==> config.mk <==
export PLATFORM = sky130hd
export DESIGN_NAME = motor_speed_pid_with_supply_comp
export DESIGN_NICKNAME = d
export VERILOG_FILES = /design/src/rtl/mspid_pkg.sv /design/src/rtl/mspid_csr.sv /design/src/rtl/mspid_mul.sv /design/src/rtl/mspid_div.sv /design/src/rtl/motor_speed_pid_with_supply_comp.sv
export SDC_FILE = /design/constraint.sdc
export NUM_CORES = 2
export LEC_CHECK = 0
export BUFFER_PORTS_ARGS = -buffer_cell sky130_fd_sc_hd__buf_2
export CAP_MARGIN = 40
export CORE_ASPECT_RATIO = 0.6
export CORE_MARGIN = 2
export CORE_UTILIZATION = 60
export DETAILED_ROUTE_END_ITERATION = 7
export PLACE_DENSITY = 0.83
export SYNTH_ARGS = -nofsm -noshare
export SYNTH_HDL_FRONTEND = slang
export SYNTH_HIERARCHICAL = 1
export SYNTH_SLANG_ARGS = --single-unit
==> constraint.sdc <==
create_clock -name clock -period 5.39 [get_ports clock]
set_input_delay 0.8085 -clock clock [delete_from_list [all_inputs] [get_ports clock]]
set_output_delay 0.8085 -clock clock [all_outputs]
set_load 0.05 [all_outputs]
==> src/rtl/mspid_pkg.sv <==
// Shared types and constants for the motor speed PID block.
`default_nettype none

package mspid_pkg;

   localparam int FRAC_BITS_DEF = 16;

   // configuration port
   localparam int CSR_ADDR_W = 5;
   localparam int CSR_DATA_W = 32;

   // serial multiplier geometry
   localparam int MCAND_W  = 33;
   localparam int MPLIER_W = 32;
   localparam int PROD_W   = MCAND_W + MPLIER_W;
   localparam int DIGIT_W  = 4;

   // divider quotient window; anything above it only sets the sticky flag
   localparam int QUOT_W = 17;
   localparam int DVS_W  = 17;

   typedef enum logic [2:0] {
      REG_GAIN_PROP      = 3'd0,
      REG_GAIN_INTEGRAL  = 3'd1,
      REG_GAIN_DERIV     = 3'd2,
      REG_GAIN_SPEED_FB  = 3'd3,
      REG_PULSE_TO_SPEED = 3'd4
   } reg_index_type;

   typedef struct packed {
      logic signed [31:0] prop;
      logic signed [31:0] integral;
      logic signed [31:0] deriv;
      logic signed [31:0] speed_fb;
      logic [31:0]        pulse_to_speed;
   } gains_type;

   typedef struct packed {
      logic              done;
      logic              big;
      logic [QUOT_W-1:0] quot;
   } div_result_type;

endpackage

`default_nettype wire

==> src/rtl/mspid_csr.sv <==
// Configuration registers with an APB-style write and read port.
`default_nettype none

module mspid_csr import mspid_pkg::*; #(
   parameter int FRAC_BITS = FRAC_BITS_DEF
) (
   input  logic                  clock,
   input  logic                  reset,
   input  logic                  psel,
   input  logic                  penable,
   input  logic                  pwrite,
   input  logic [CSR_ADDR_W-1:0] paddr,
   input  logic [CSR_DATA_W-1:0] pwdata,
   output logic [CSR_DATA_W-1:0] prdata,
   output logic                  pready,
   output gains_type             gains
);

   // gains at zero, pulse scale at 1.0
   localparam gains_type GAINS_RST = '{
      prop:           '0,
      integral:       '0,
      deriv:          '0,
      speed_fb:       '0,
      pulse_to_speed: 32'd1 << FRAC_BITS
   };

   gains_type     gains_ff, gains_in;
   reg_index_type index;
   logic          wr_en;

   assign index  = reg_index_type'(paddr[CSR_ADDR_W-1:2]);
   assign wr_en  = psel && penable && pwrite;
   assign pready = 1'b1;
   assign gains  = gains_ff;

   always_comb begin
      gains_in = gains_ff;
      if (wr_en) begin
         case (index)
            REG_GAIN_PROP:      gains_in.prop           = pwdata;
            REG_GAIN_INTEGRAL:  gains_in.integral       = pwdata;
            REG_GAIN_DERIV:     gains_in.deriv          = pwdata;
            REG_GAIN_SPEED_FB:  gains_in.speed_fb       = pwdata;
            REG_PULSE_TO_SPEED: gains_in.pulse_to_speed = pwdata;
            default:            gains_in                = gains_ff;
         endcase
      end
   end

   always_comb begin
      case (index)
         REG_GAIN_PROP:      prdata = gains_ff.prop;
         REG_GAIN_INTEGRAL:  prdata = gains_ff.integral;
         REG_GAIN_DERIV:     prdata = gains_ff.deriv;
         REG_GAIN_SPEED_FB:  prdata = gains_ff.speed_fb;
         REG_PULSE_TO_SPEED: prdata = gains_ff.pulse_to_speed;
         default:            prdata = '0;
      endcase
   end

   always_ff @(posedge clock) begin
      if (reset) begin
         gains_ff <= GAINS_RST;
      end else begin
         gains_ff <= gains_in;
      end
   end

endmodule

`default_nettype wire

==> src/rtl/mspid_mul.sv <==
// Digit-serial signed multiplier, one four-bit multiplier digit per cycle.
`default_nettype none

module mspid_mul import mspid_pkg::*; (
   input  logic                      clock,
   input  logic                      reset,
   input  logic                      start,
   input  logic signed [MCAND_W-1:0] mcand,
   input  logic signed [MPLIER_W-1:0] mplier,
   output logic                      done,
   output logic signed [PROD_W-1:0]  product
);

   localparam int DIGITS = MPLIER_W / DIGIT_W;
   localparam int CNT_W  = $clog2(DIGITS);
   localparam int ACC_W  = MCAND_W + DIGIT_W + 1;

   logic                      busy_ff, busy_in;
   logic                      done_ff, done_in;
   logic [CNT_W-1:0]          cnt_ff, cnt_in;
   logic signed [MCAND_W-1:0] mcand_ff, mcand_in;
   logic [MPLIER_W-1:0]       mpl_ff, mpl_in;
   logic signed [ACC_W-1:0]   acc_ff, acc_in;
   logic [MPLIER_W-1:0]       lo_ff, lo_in;

   logic                      last;
   logic signed [DIGIT_W:0]   dig_s;
   logic signed [ACC_W-1:0]   partial;
   logic signed [ACC_W:0]     sum;

   assign last = (cnt_ff == CNT_W'(DIGITS - 1));

   always_comb begin
      // top digit carries the multiplier's sign
      if (last) dig_s = {mpl_ff[DIGIT_W-1], mpl_ff[DIGIT_W-1:0]};
      else      dig_s = {1'b0, mpl_ff[DIGIT_W-1:0]};
      partial = ACC_W'(mcand_ff) * ACC_W'(dig_s);
      sum     = (ACC_W+1)'(acc_ff) + (ACC_W+1)'(partial);
   end

   always_comb begin
      busy_in  = busy_ff;
      done_in  = 1'b0;
      cnt_in   = cnt_ff;
      mcand_in = mcand_ff;
      mpl_in   = mpl_ff;
      acc_in   = acc_ff;
      lo_in    = lo_ff;
      if (start) begin
         busy_in  = 1'b1;
         cnt_in   = '0;
         mcand_in = mcand;
         mpl_in   = mplier;
         acc_in   = '0;
      end else if (busy_ff) begin
         acc_in = ACC_W'(sum >>> DIGIT_W);
         lo_in  = {sum[DIGIT_W-1:0], lo_ff[MPLIER_W-1:DIGIT_W]};
         mpl_in = mpl_ff >> DIGIT_W;
         cnt_in = cnt_ff + CNT_W'(1);
         if (last) begin
            busy_in = 1'b0;
            done_in = 1'b1;
         end
      end
   end

   always_ff @(posedge clock) begin
      if (reset) begin
         busy_ff <= 1'b0;
         done_ff <= 1'b0;
         cnt_ff  <= '0;
      end else begin
         busy_ff <= busy_in;
         done_ff <= done_in;
         cnt_ff  <= cnt_in;
      end
      mcand_ff <= mcand_in;
      mpl_ff   <= mpl_in;
      acc_ff   <= acc_in;
      lo_ff    <= lo_in;
   end

   assign done    = done_ff;
   assign product = {acc_ff[MCAND_W-1:0], lo_ff};

endmodule

`default_nettype wire

==> src/rtl/mspid_div.sv <==
// Restoring divider, two quotient bits per cycle, with a sticky overflow flag.
`default_nettype none

module mspid_div import mspid_pkg::*; #(
   parameter int FRAC_BITS = FRAC_BITS_DEF
) (
   input  logic                           clock,
   input  logic                           reset,
   input  logic                           start,
   input  logic [2*((65-FRAC_BITS)/2)-1:0] num,
   input  logic [DVS_W-1:0]               divisor,
   output div_result_type                 result
);

   localparam int DIV_STEPS = (65 - FRAC_BITS) / 2;
   localparam int NUM_W     = 2 * DIV_STEPS;
   localparam int CNT_W     = $clog2(DIV_STEPS);

   logic              busy_ff, busy_in;
   logic              done_ff, done_in;
   logic [CNT_W-1:0]  cnt_ff, cnt_in;
   logic [NUM_W-1:0]  num_ff, num_in;
   logic [DVS_W-1:0]  dvs_ff, dvs_in;
   logic [DVS_W-1:0]  rem_ff, rem_in;
   logic [QUOT_W-1:0] quot_ff, quot_in;
   logic              big_ff, big_in;

   logic              last;
   logic [DVS_W:0]    t1, t2;
   logic [DVS_W+1:0]  d1, d2;
   logic              b1, b2;
   logic [DVS_W-1:0]  r1, r2;

   assign last = (cnt_ff == CNT_W'(DIV_STEPS - 1));

   always_comb begin
      t1 = {rem_ff, num_ff[NUM_W-1]};
      d1 = {1'b0, t1} - (DVS_W+2)'(dvs_ff);
      b1 = ~d1[DVS_W+1];
      r1 = b1 ? d1[DVS_W-1:0] : t1[DVS_W-1:0];
      t2 = {r1, num_ff[NUM_W-2]};
      d2 = {1'b0, t2} - (DVS_W+2)'(dvs_ff);
      b2 = ~d2[DVS_W+1];
      r2 = b2 ? d2[DVS_W-1:0] : t2[DVS_W-1:0];
   end

   always_comb begin
      busy_in = busy_ff;
      done_in = 1'b0;
      cnt_in  = cnt_ff;
      num_in  = num_ff;
      dvs_in  = dvs_ff;
      rem_in  = rem_ff;
      quot_in = quot_ff;
      big_in  = big_ff;
      if (start) begin
         busy_in = 1'b1;
         cnt_in  = '0;
         num_in  = num;
         dvs_in  = divisor;
         rem_in  = '0;
         quot_in = '0;
         big_in  = 1'b0;
      end else if (busy_ff) begin
         num_in  = num_ff << 2;
         rem_in  = r2;
         quot_in = {quot_ff[QUOT_W-3:0], b1, b2};
         big_in  = big_ff | quot_ff[QUOT_W-1] | quot_ff[QUOT_W-2];
         cnt_in  = cnt_ff + CNT_W'(1);
         if (last) begin
            busy_in = 1'b0;
            done_in = 1'b1;
         end
      end
   end

   always_ff @(posedge clock) begin
      if (reset) begin
         busy_ff <= 1'b0;
         done_ff <= 1'b0;
         cnt_ff  <= '0;
      end else begin
         busy_ff <= busy_in;
         done_ff <= done_in;
         cnt_ff  <= cnt_in;
      end
      num_ff  <= num_in;
      dvs_ff  <= dvs_in;
      rem_ff  <= rem_in;
      quot_ff <= quot_in;
      big_ff  <= big_in;
   end

   assign result.done = done_ff;
   assign result.big  = big_ff;
   assign result.quot = quot_ff;

endmodule

`default_nettype wire

==> src/rtl/motor_speed_pid_with_supply_comp.sv <==
// Top level: motor speed PID with clamped integral and supply compensation.
//
// Usage: one request item per control tick carries target speed, encoder
// pulse count and battery voltage. One response item comes back with duty,
// measured speed and two limit flags. Gains and pulse scale sit in APB
// registers at 0x00..0x10; write them only while the block is idle.
// Timing: one item at a time. The time from accept to response valid is
// set by the shared digit-serial multiplier (four-bit digits, five
// products in a row) and the divider that retires two quotient bits a
// cycle. req_stall falls in the same cycle that rsp_valid rises.
// req_stall is high from accept until the result is parked in the output
// register; a new item is taken while that result waits. If the receiver
// still stalls the old result, the next one holds in the last step.
// Reset (synchronous) clears the integral and previous error, loads the
// gains with zero and the pulse scale with 1.0, and drops rsp_valid.
`default_nettype none

module motor_speed_pid_with_supply_comp import mspid_pkg::*; #(
   parameter int FRAC_BITS = FRAC_BITS_DEF
) (
   input  logic                  clock,
   input  logic                  reset,
   // request channel
   input  logic                  req_valid,
   output logic                  req_stall,
   input  logic signed [31:0]    req_target_speed,
   input  logic signed [15:0]    req_pulse_count,
   input  logic [15:0]           req_battery_volts,
   // response channel
   output logic                  rsp_valid,
   input  logic                  rsp_stall,
   output logic signed [15:0]    rsp_duty,
   output logic signed [31:0]    rsp_measured_speed,
   output logic                  rsp_integral_limited,
   output logic                  rsp_duty_limited,
   // configuration
   input  logic                  psel,
   input  logic                  penable,
   input  logic                  pwrite,
   input  logic [CSR_ADDR_W-1:0] paddr,
   input  logic [CSR_DATA_W-1:0] pwdata,
   output logic [CSR_DATA_W-1:0] prdata,
   output logic                  pready
);

   localparam int NUM_W = 2 * ((65 - FRAC_BITS) / 2);
   localparam int U_W   = 66 - FRAC_BITS;   // holds the sum of four scaled products

   // integral bound: 150.0, or the largest 32-bit value when it does not fit
   localparam longint LIM_RAW = longint'(150) << FRAC_BITS;
   localparam longint LIM_V   = (LIM_RAW > 64'sd2147483647) ? 64'sd2147483647 : LIM_RAW;
   localparam logic signed [32:0] LIM = 33'(LIM_V);

   typedef enum logic [8:0] {
      ST_IDLE   = 9'b000000001,
      ST_MUL    = 9'b000000010,
      ST_SPEED  = 9'b000000100,
      ST_ERROR  = 9'b000001000,
      ST_INTEG  = 9'b000010000,
      ST_ACCUM  = 9'b000100000,
      ST_SETUP  = 9'b001000000,
      ST_DIVIDE = 9'b010000000,
      ST_FINISH = 9'b100000000
   } state_type;

   typedef enum logic [2:0] {
      OP_SPEED = 3'd0,
      OP_PROP  = 3'd1,
      OP_INTEG = 3'd2,
      OP_DERIV = 3'd3,
      OP_FEED  = 3'd4
   } op_type;

   function automatic logic signed [31:0] sat32(input logic signed [65:0] x);
      logic signed [31:0] r;
      if (x[65:31] == '0 || x[65:31] == '1) r = x[31:0];
      else if (x[65])                       r = 32'sh80000000;
      else                                  r = 32'sh7fffffff;
      return r;
   endfunction

   gains_type gains;

   state_type                 state_ff, state_in;
   op_type                    op_ff, op_in;
   logic signed [31:0]        target_ff, target_in;
   logic [15:0]               volts_ff, volts_in;
   logic signed [31:0]        speed_ff, speed_in;
   logic signed [31:0]        err_ff, err_in;
   logic signed [31:0]        deriv_ff, deriv_in;
   logic signed [31:0]        isum_ff, isum_in;     // clamped integral, model state
   logic signed [31:0]        prev_ff, prev_in;     // last error, model state
   logic                      ilim_ff, ilim_in;
   logic signed [U_W-1:0]     u_ff, u_in;
   logic                      u_neg_ff, u_neg_in;
   logic                      u_zero_ff, u_zero_in;
   logic                      over_ff, over_in;

   logic                      rsp_valid_ff, rsp_valid_in;
   logic signed [15:0]        rsp_duty_ff, rsp_duty_in;
   logic signed [31:0]        rsp_speed_ff, rsp_speed_in;
   logic                      rsp_ilim_ff, rsp_ilim_in;
   logic                      rsp_dlim_ff, rsp_dlim_in;

   logic                      accept;
   logic                      mul_start;
   logic signed [MCAND_W-1:0] mul_mcand;
   logic signed [MPLIER_W-1:0] mul_mplier;
   logic                      mul_done;
   logic signed [PROD_W-1:0]  mul_prod;

   logic                      div_start;
   logic [NUM_W-1:0]          div_num;
   div_result_type            div_res;

   logic signed [32:0]        isum_raw;
   logic [U_W-1:0]            mag;
   logic                      q_big;
   logic signed [15:0]        duty;
   logic                      dlim;

   mspid_csr #(.FRAC_BITS(FRAC_BITS)) u_csr (
      .clock   (clock),
      .reset   (reset),
      .psel    (psel),
      .penable (penable),
      .pwrite  (pwrite),
      .paddr   (paddr),
      .pwdata  (pwdata),
      .prdata  (prdata),
      .pready  (pready),
      .gains   (gains)
   );

   mspid_mul u_mul (
      .clock   (clock),
      .reset   (reset),
      .start   (mul_start),
      .mcand   (mul_mcand),
      .mplier  (mul_mplier),
      .done    (mul_done),
      .product (mul_prod)
   );

   mspid_div #(.FRAC_BITS(FRAC_BITS)) u_div (
      .clock   (clock),
      .reset   (reset),
      .start   (div_start),
      .num     (div_num),
      .divisor ({volts_ff, 1'b0}),
      .result  (div_res)
   );

   assign req_stall = (state_ff != ST_IDLE);
   assign accept    = req_valid && !req_stall;

   // magnitude of the control effort; beyond 2^40 the duty saturates anyway
   always_comb begin
      mag     = u_ff[U_W-1] ? U_W'(-u_ff) : U_W'(u_ff);
      div_num = NUM_W'(mag[39:0]) << (24 - FRAC_BITS);
   end

   // duty from quotient, sign and the zero-voltage case
   always_comb begin
      q_big = over_ff || div_res.big;
      dlim  = 1'b0;
      if (volts_ff == '0) begin
         dlim = 1'b1;
         if (u_zero_ff)     duty = 16'sh0000;
         else if (u_neg_ff) duty = 16'sh8000;
         else               duty = 16'sh7fff;
      end else if (u_neg_ff) begin
         if (q_big || div_res.quot > QUOT_W'(32768)) begin
            duty = 16'sh8000;
            dlim = 1'b1;
         end else begin
            duty = 16'(QUOT_W'(0) - div_res.quot);
         end
      end else begin
         if (q_big || div_res.quot > QUOT_W'(32767)) begin
            duty = 16'sh7fff;
            dlim = 1'b1;
         end else begin
            duty = div_res.quot[15:0];
         end
      end
   end

   always_comb begin
      state_in     = state_ff;
      op_in        = op_ff;
      target_in    = target_ff;
      volts_in     = volts_ff;
      speed_in     = speed_ff;
      err_in       = err_ff;
      deriv_in     = deriv_ff;
      isum_in      = isum_ff;
      prev_in      = prev_ff;
      ilim_in      = ilim_ff;
      u_in         = u_ff;
      u_neg_in     = u_neg_ff;
      u_zero_in    = u_zero_ff;
      over_in      = over_ff;
      rsp_valid_in = rsp_valid_ff && rsp_stall;
      rsp_duty_in  = rsp_duty_ff;
      rsp_speed_in = rsp_speed_ff;
      rsp_ilim_in  = rsp_ilim_ff;
      rsp_dlim_in  = rsp_dlim_ff;
      mul_start    = 1'b0;
      mul_mcand    = MCAND_W'(gains.prop);
      mul_mplier   = err_ff;
      div_start    = 1'b0;
      isum_raw     = 33'(isum_ff) + 33'(err_ff);

      case (state_ff)
         ST_IDLE: begin
            if (accept) begin
               // speed product: pulses times unsigned pulse scale
               target_in  = req_target_speed;
               volts_in   = req_battery_volts;
               mul_start  = 1'b1;
               mul_mcand  = {1'b0, gains.pulse_to_speed};
               mul_mplier = MPLIER_W'(req_pulse_count);
               op_in      = OP_SPEED;
               state_in   = ST_MUL;
            end
         end
         ST_MUL: begin
            if (mul_done) state_in = (op_ff == OP_SPEED) ? ST_SPEED : ST_ACCUM;
         end
         ST_SPEED: begin
            speed_in = sat32(66'sd0 - 66'(mul_prod));
            state_in = ST_ERROR;
         end
         ST_ERROR: begin
            err_in   = sat32(66'(target_ff) - 66'(speed_ff));
            state_in = ST_INTEG;
         end
         ST_INTEG: begin
            // integral clamp and derivative; state advances here
            ilim_in = 1'b0;
            if (isum_raw > LIM) begin
               isum_in = 32'(LIM);
               ilim_in = 1'b1;
            end else if (isum_raw < -LIM) begin
               isum_in = 32'(-LIM);
               ilim_in = 1'b1;
            end else begin
               isum_in = 32'(isum_raw);
            end
            deriv_in   = sat32(66'(err_ff) - 66'(prev_ff));
            prev_in    = err_ff;
            u_in       = '0;
            mul_start  = 1'b1;
            mul_mcand  = MCAND_W'(gains.prop);
            mul_mplier = err_ff;
            op_in      = OP_PROP;
            state_in   = ST_MUL;
         end
         ST_ACCUM: begin
            // product >>> FRAC_BITS rounds toward minus infinity
            u_in = u_ff + U_W'(mul_prod >>> FRAC_BITS);
            case (op_ff)
               OP_PROP: begin
                  mul_start  = 1'b1;
                  mul_mcand  = MCAND_W'(gains.integral);
                  mul_mplier = isum_ff;
                  op_in      = OP_INTEG;
                  state_in   = ST_MUL;
               end
               OP_INTEG: begin
                  mul_start  = 1'b1;
                  mul_mcand  = MCAND_W'(gains.deriv);
                  mul_mplier = deriv_ff;
                  op_in      = OP_DERIV;
                  state_in   = ST_MUL;
               end
               OP_DERIV: begin
                  mul_start  = 1'b1;
                  mul_mcand  = MCAND_W'(gains.speed_fb);
                  mul_mplier = speed_ff;
                  op_in      = OP_FEED;
                  state_in   = ST_MUL;
               end
               default: state_in = ST_SETUP;
            endcase
         end
         ST_SETUP: begin
            u_neg_in  = u_ff[U_W-1];
            u_zero_in = (u_ff == '0);
            over_in   = |mag[U_W-1:40];
            div_start = 1'b1;
            state_in  = ST_DIVIDE;
         end
         ST_DIVIDE: begin
            if (div_res.done) state_in = ST_FINISH;
         end
         ST_FINISH: begin
            if (!rsp_valid_ff || !rsp_stall) begin
               rsp_valid_in = 1'b1;
               rsp_duty_in  = duty;
               rsp_speed_in = speed_ff;
               rsp_ilim_in  = ilim_ff;
               rsp_dlim_in  = dlim;
               state_in     = ST_IDLE;
            end
         end
         default: state_in = ST_IDLE;
      endcase
   end

   always_ff @(posedge clock) begin
      if (reset) begin
         state_ff     <= ST_IDLE;
         op_ff        <= OP_SPEED;
         isum_ff      <= '0;
         prev_ff      <= '0;
         rsp_valid_ff <= 1'b0;
      end else begin
         state_ff     <= state_in;
         op_ff        <= op_in;
         isum_ff      <= isum_in;
         prev_ff      <= prev_in;
         rsp_valid_ff <= rsp_valid_in;
      end
      target_ff    <= target_in;
      volts_ff     <= volts_in;
      speed_ff     <= speed_in;
      err_ff       <= err_in;
      deriv_ff     <= deriv_in;
      ilim_ff      <= ilim_in;
      u_ff         <= u_in;
      u_neg_ff     <= u_neg_in;
      u_zero_ff    <= u_zero_in;
      over_ff      <= over_in;
      rsp_duty_ff  <= rsp_duty_in;
      rsp_speed_ff <= rsp_speed_in;
      rsp_ilim_ff  <= rsp_ilim_in;
      rsp_dlim_ff  <= rsp_dlim_in;
   end

   assign rsp_valid            = rsp_valid_ff;
   assign rsp_duty             = rsp_duty_ff;
   assign rsp_measured_speed   = rsp_speed_ff;
   assign rsp_integral_limited = rsp_ilim_ff;
   assign rsp_duty_limited     = rsp_dlim_ff;

endmodule

`default_nettype wire

==> results.json <==
{
  "setup_tns_ps": 0,
  "syn_avg_cell_area_um2": 9.60,
  "nNetsFinal": 5836,
  "clockBufferDepth": 3,
  "syn_inst": 5203,
  "critPathArrivalTime_ps": 5810,
  "rsz0062_at_grt": "true",
  "finalCritPeriodShare": 0.980,
  "setup_ws_ps": 110,
  "grt_max_degree": 152,
  "slew_viol_final": 0,
  "gp_congestion": 0.964,
  "grt-ovfl-total": 0,
  "start_util": 0.610,
  "holdCritStartpoint": "req_battery_volts[8]",
  "die-width_um": 376,
  "wl_per_cell_um": 22.3,
  "vias": 41600,
  "p_total_w": 0.0224,
  "clkLatencyLatePin_ps": 660,
  "wl_mm": 144,
  "drv_cap": 0,
  "final_common_cell": "edfxtp_1",
  "design_area_um2": 54700,
  "critical_path_class": "flip-flop to flip-flop",
  "setup_violations": 0,
  "finalClockSkew_ps": 31.2,
  "antenna_found_initial": 3,
  "drt-vias-per-instance": 6.44,
  "grt_pass1_vias": 38900,
  "min_path_type": "input pin to flip-flop",
  "dpl.hpwl_mm": 103,
  "violations": "design-rule violations",
  "fmax_mhz": 189,
  "final_cell_mix": "410 x edfxtp_1, 389 x nor2_1, 372 x inv_1, 316 x dfxtp_1, 288 x nand2_1",
  "slew-limit-headroom": 0.338,
  "leakagePower_nw": 22.1,
  "grt_use_total": 0.326,
  "cts_tree": "done",
  "placed_area_um2": 52100,
  "end_kind": "flip-flop",
  "holdWs_ps": 316,
  "die_area_um2": 85600,
  "vdd_ir_drop_max_v": 0.000368,
  "hold_buffers": 0,
  "synth_cell_types": 113,
  "hold_viol": 0,
  "synth_enable_flop_cells": 410,
  "cts_sinks": 729,
  "numCtsBuffers": 73,
  "cp_data_required_time_ps": 5920,
  "startpoint": "u_mul/cnt_ff[1]",
  "path_max_fanout": 4,
  "synth-seq-cells": 729,
  "drive_gt1_frac": 0.127,
  "grt_pass1_wl_mm": 220,
  "rows": 81,
  "synthArstFlopShare": 0,
  "syn_area_um2": 49900,
  "status": "finished with violations",
  "regToRegStartpoint": "u_mul/cnt_ff[1]",
  "worst_pin_slew_ps": 991,
  "cts_max_level": 3,
  "cellPowerDensity_nw_per_um2": 410,
  "num-fill-cells": 6299,
  "ant_nets": 0,
  "seq_area_frac_synth": 0.374,
  "crit_path_start_kind": "flip-flop",
  "clkTransAtPathRegs_ps": 70,
  "drc": 1,
  "dp_slack_ps": 92.9,
  "fin_crit_ps": 5280,
  "syn2layout_area_growth_pct": 9.58,
  "yosysWarnings": 6,
  "ioPinCount": 193,
  "drt_iter0_markers": 5523,
  "dr.pass1.iters": 8,
  "die_height_um": 227,
  "clock-root-buffer": "clkbuf_16",
  "core_um2": 81900,
  "yosys_most_used_dff": "edfxtp_1",
  "io_buffer_count": 189
}
-- worst max-delay path: stages, from the launching register on --
cell,delay [ps]
dfxtp_1,350
ha_1,160
ha_1,210
nand2_4,100
or2_2,290
fa_1,450
fa_1,510
fa_1,430
fa_1,510
fa_1,430
nand2b_1,180
a21oi_1,190
o21ai_1,150
a211oi_4,330
a41oi_4,210
o311ai_2,350
xor2_1,100
a22o_1,210
-- kinds of logic after synthesis --
kind of cell               share of synthesized area
AOI/OAI and AO/OA                              0.168
xor gates and xnor gates                      0.0430
adders and majority gates                      0.126
buffers and inverters                         0.0546
DFF                                            0.374
muxes                                         0.0718
other                                       0.000150
and+or+nand+nor                                0.162
-- area by class of cell --
cell class / instances / area (um^2) / area share
timing repair buffer: 318 / 2050 / 0.0375
antenna: 2 / 5.00 / 0.0000915
clock inverter: 33 / 405 / 0.00741
sequential: 729 / 18700 / 0.342
clock buffer: 101 / 2050 / 0.0375
inverter: 377 / 1420 / 0.0259
multi-input combinational: 3823 / 28700 / 0.525
tap: 1079 / 1350 / 0.0247
-- state kept, by name, indices dropped and copies added (netlist names), 5 cells and up --
signal and count:
deriv_ff 32, err_ff 32, isum_ff 32, prev_ff 32, rsp_duty 16, rsp_measured_speed 32
speed_ff 32, state_ff 9, target_ff 32, u_csr/gains 160, u_div/cnt_ff 5, u_div/dvs_ff 17
u_div/num_ff 48, u_div/quot_ff 17, u_div/rem_ff 17, u_ff 50, u_mul/acc_ff 35, u_mul/lo_ff 32
u_mul/mcand_ff 33, u_mul/mpl_ff 32, volts_ff 16
-- synthesized netlist by cell type, types with 147 or more instances --
library cell,instances,share of area
dfxtp_1,319,0.13
a21oi_1,261,0.026
mux2_2,147,0.033
xnor2_1,159,0.028
clkbuf_1,191,0.014
mux2i_1,193,0.039
edfxtp_1,410,0.25
inv_1,375,0.028
nand2_1,292,0.022
nand2b_1,199,0.025
ha_1,263,0.066
nor2_1,389,0.029
o21ai_0,285,0.029
-- worst paths after layout --
kind                           end  slack (ps)  cells after the start
setup / recovery  u_mul/acc_ff[33]         110                     17
hold / removal         volts_ff[8]         320                      1
setup reg to reg  u_mul/acc_ff[33]         110                     17
hold reg to reg    u_div/dvs_ff[1]         450                      0
-- stage by stage --
stage	util	std cells
6_report	0.668	6462
5_1_grt	0.668	6462
4_1_cts	0.666	6454
3_5_place_dp	0.636	6320
3_3_place_gp	0.635	6313
2_1_floorplan	-	5211
-- what timing repair did --
item                       CTS  global route
buffers inserted             0             3
resized for setup            0            15
setup endpoints to repair    0            19
-- where the power goes --
part	switching, W	internal [W]	total, W	leakage, nW
logic	0.00606	0.00428	0.0103	14.6
registers	0.000427	0.00628	0.00671	6.29
clock network	0.00234	0.00303	0.00537	1.21
total	0.00882	0.0136	0.0224	22.1
-- per-layer routing --
metal  vias to the layer above  wire length, um  GRT usage  share of wire
met5                         -                0          0              0
met4                         0             4620      0.102          0.032
met3                       299            16800     0.0680           0.12
met2                      2402            60500      0.471           0.42
met1                     20000            62100      0.488           0.43
li1                      19000                -          -              -
(Power assumes the default switching activity.)
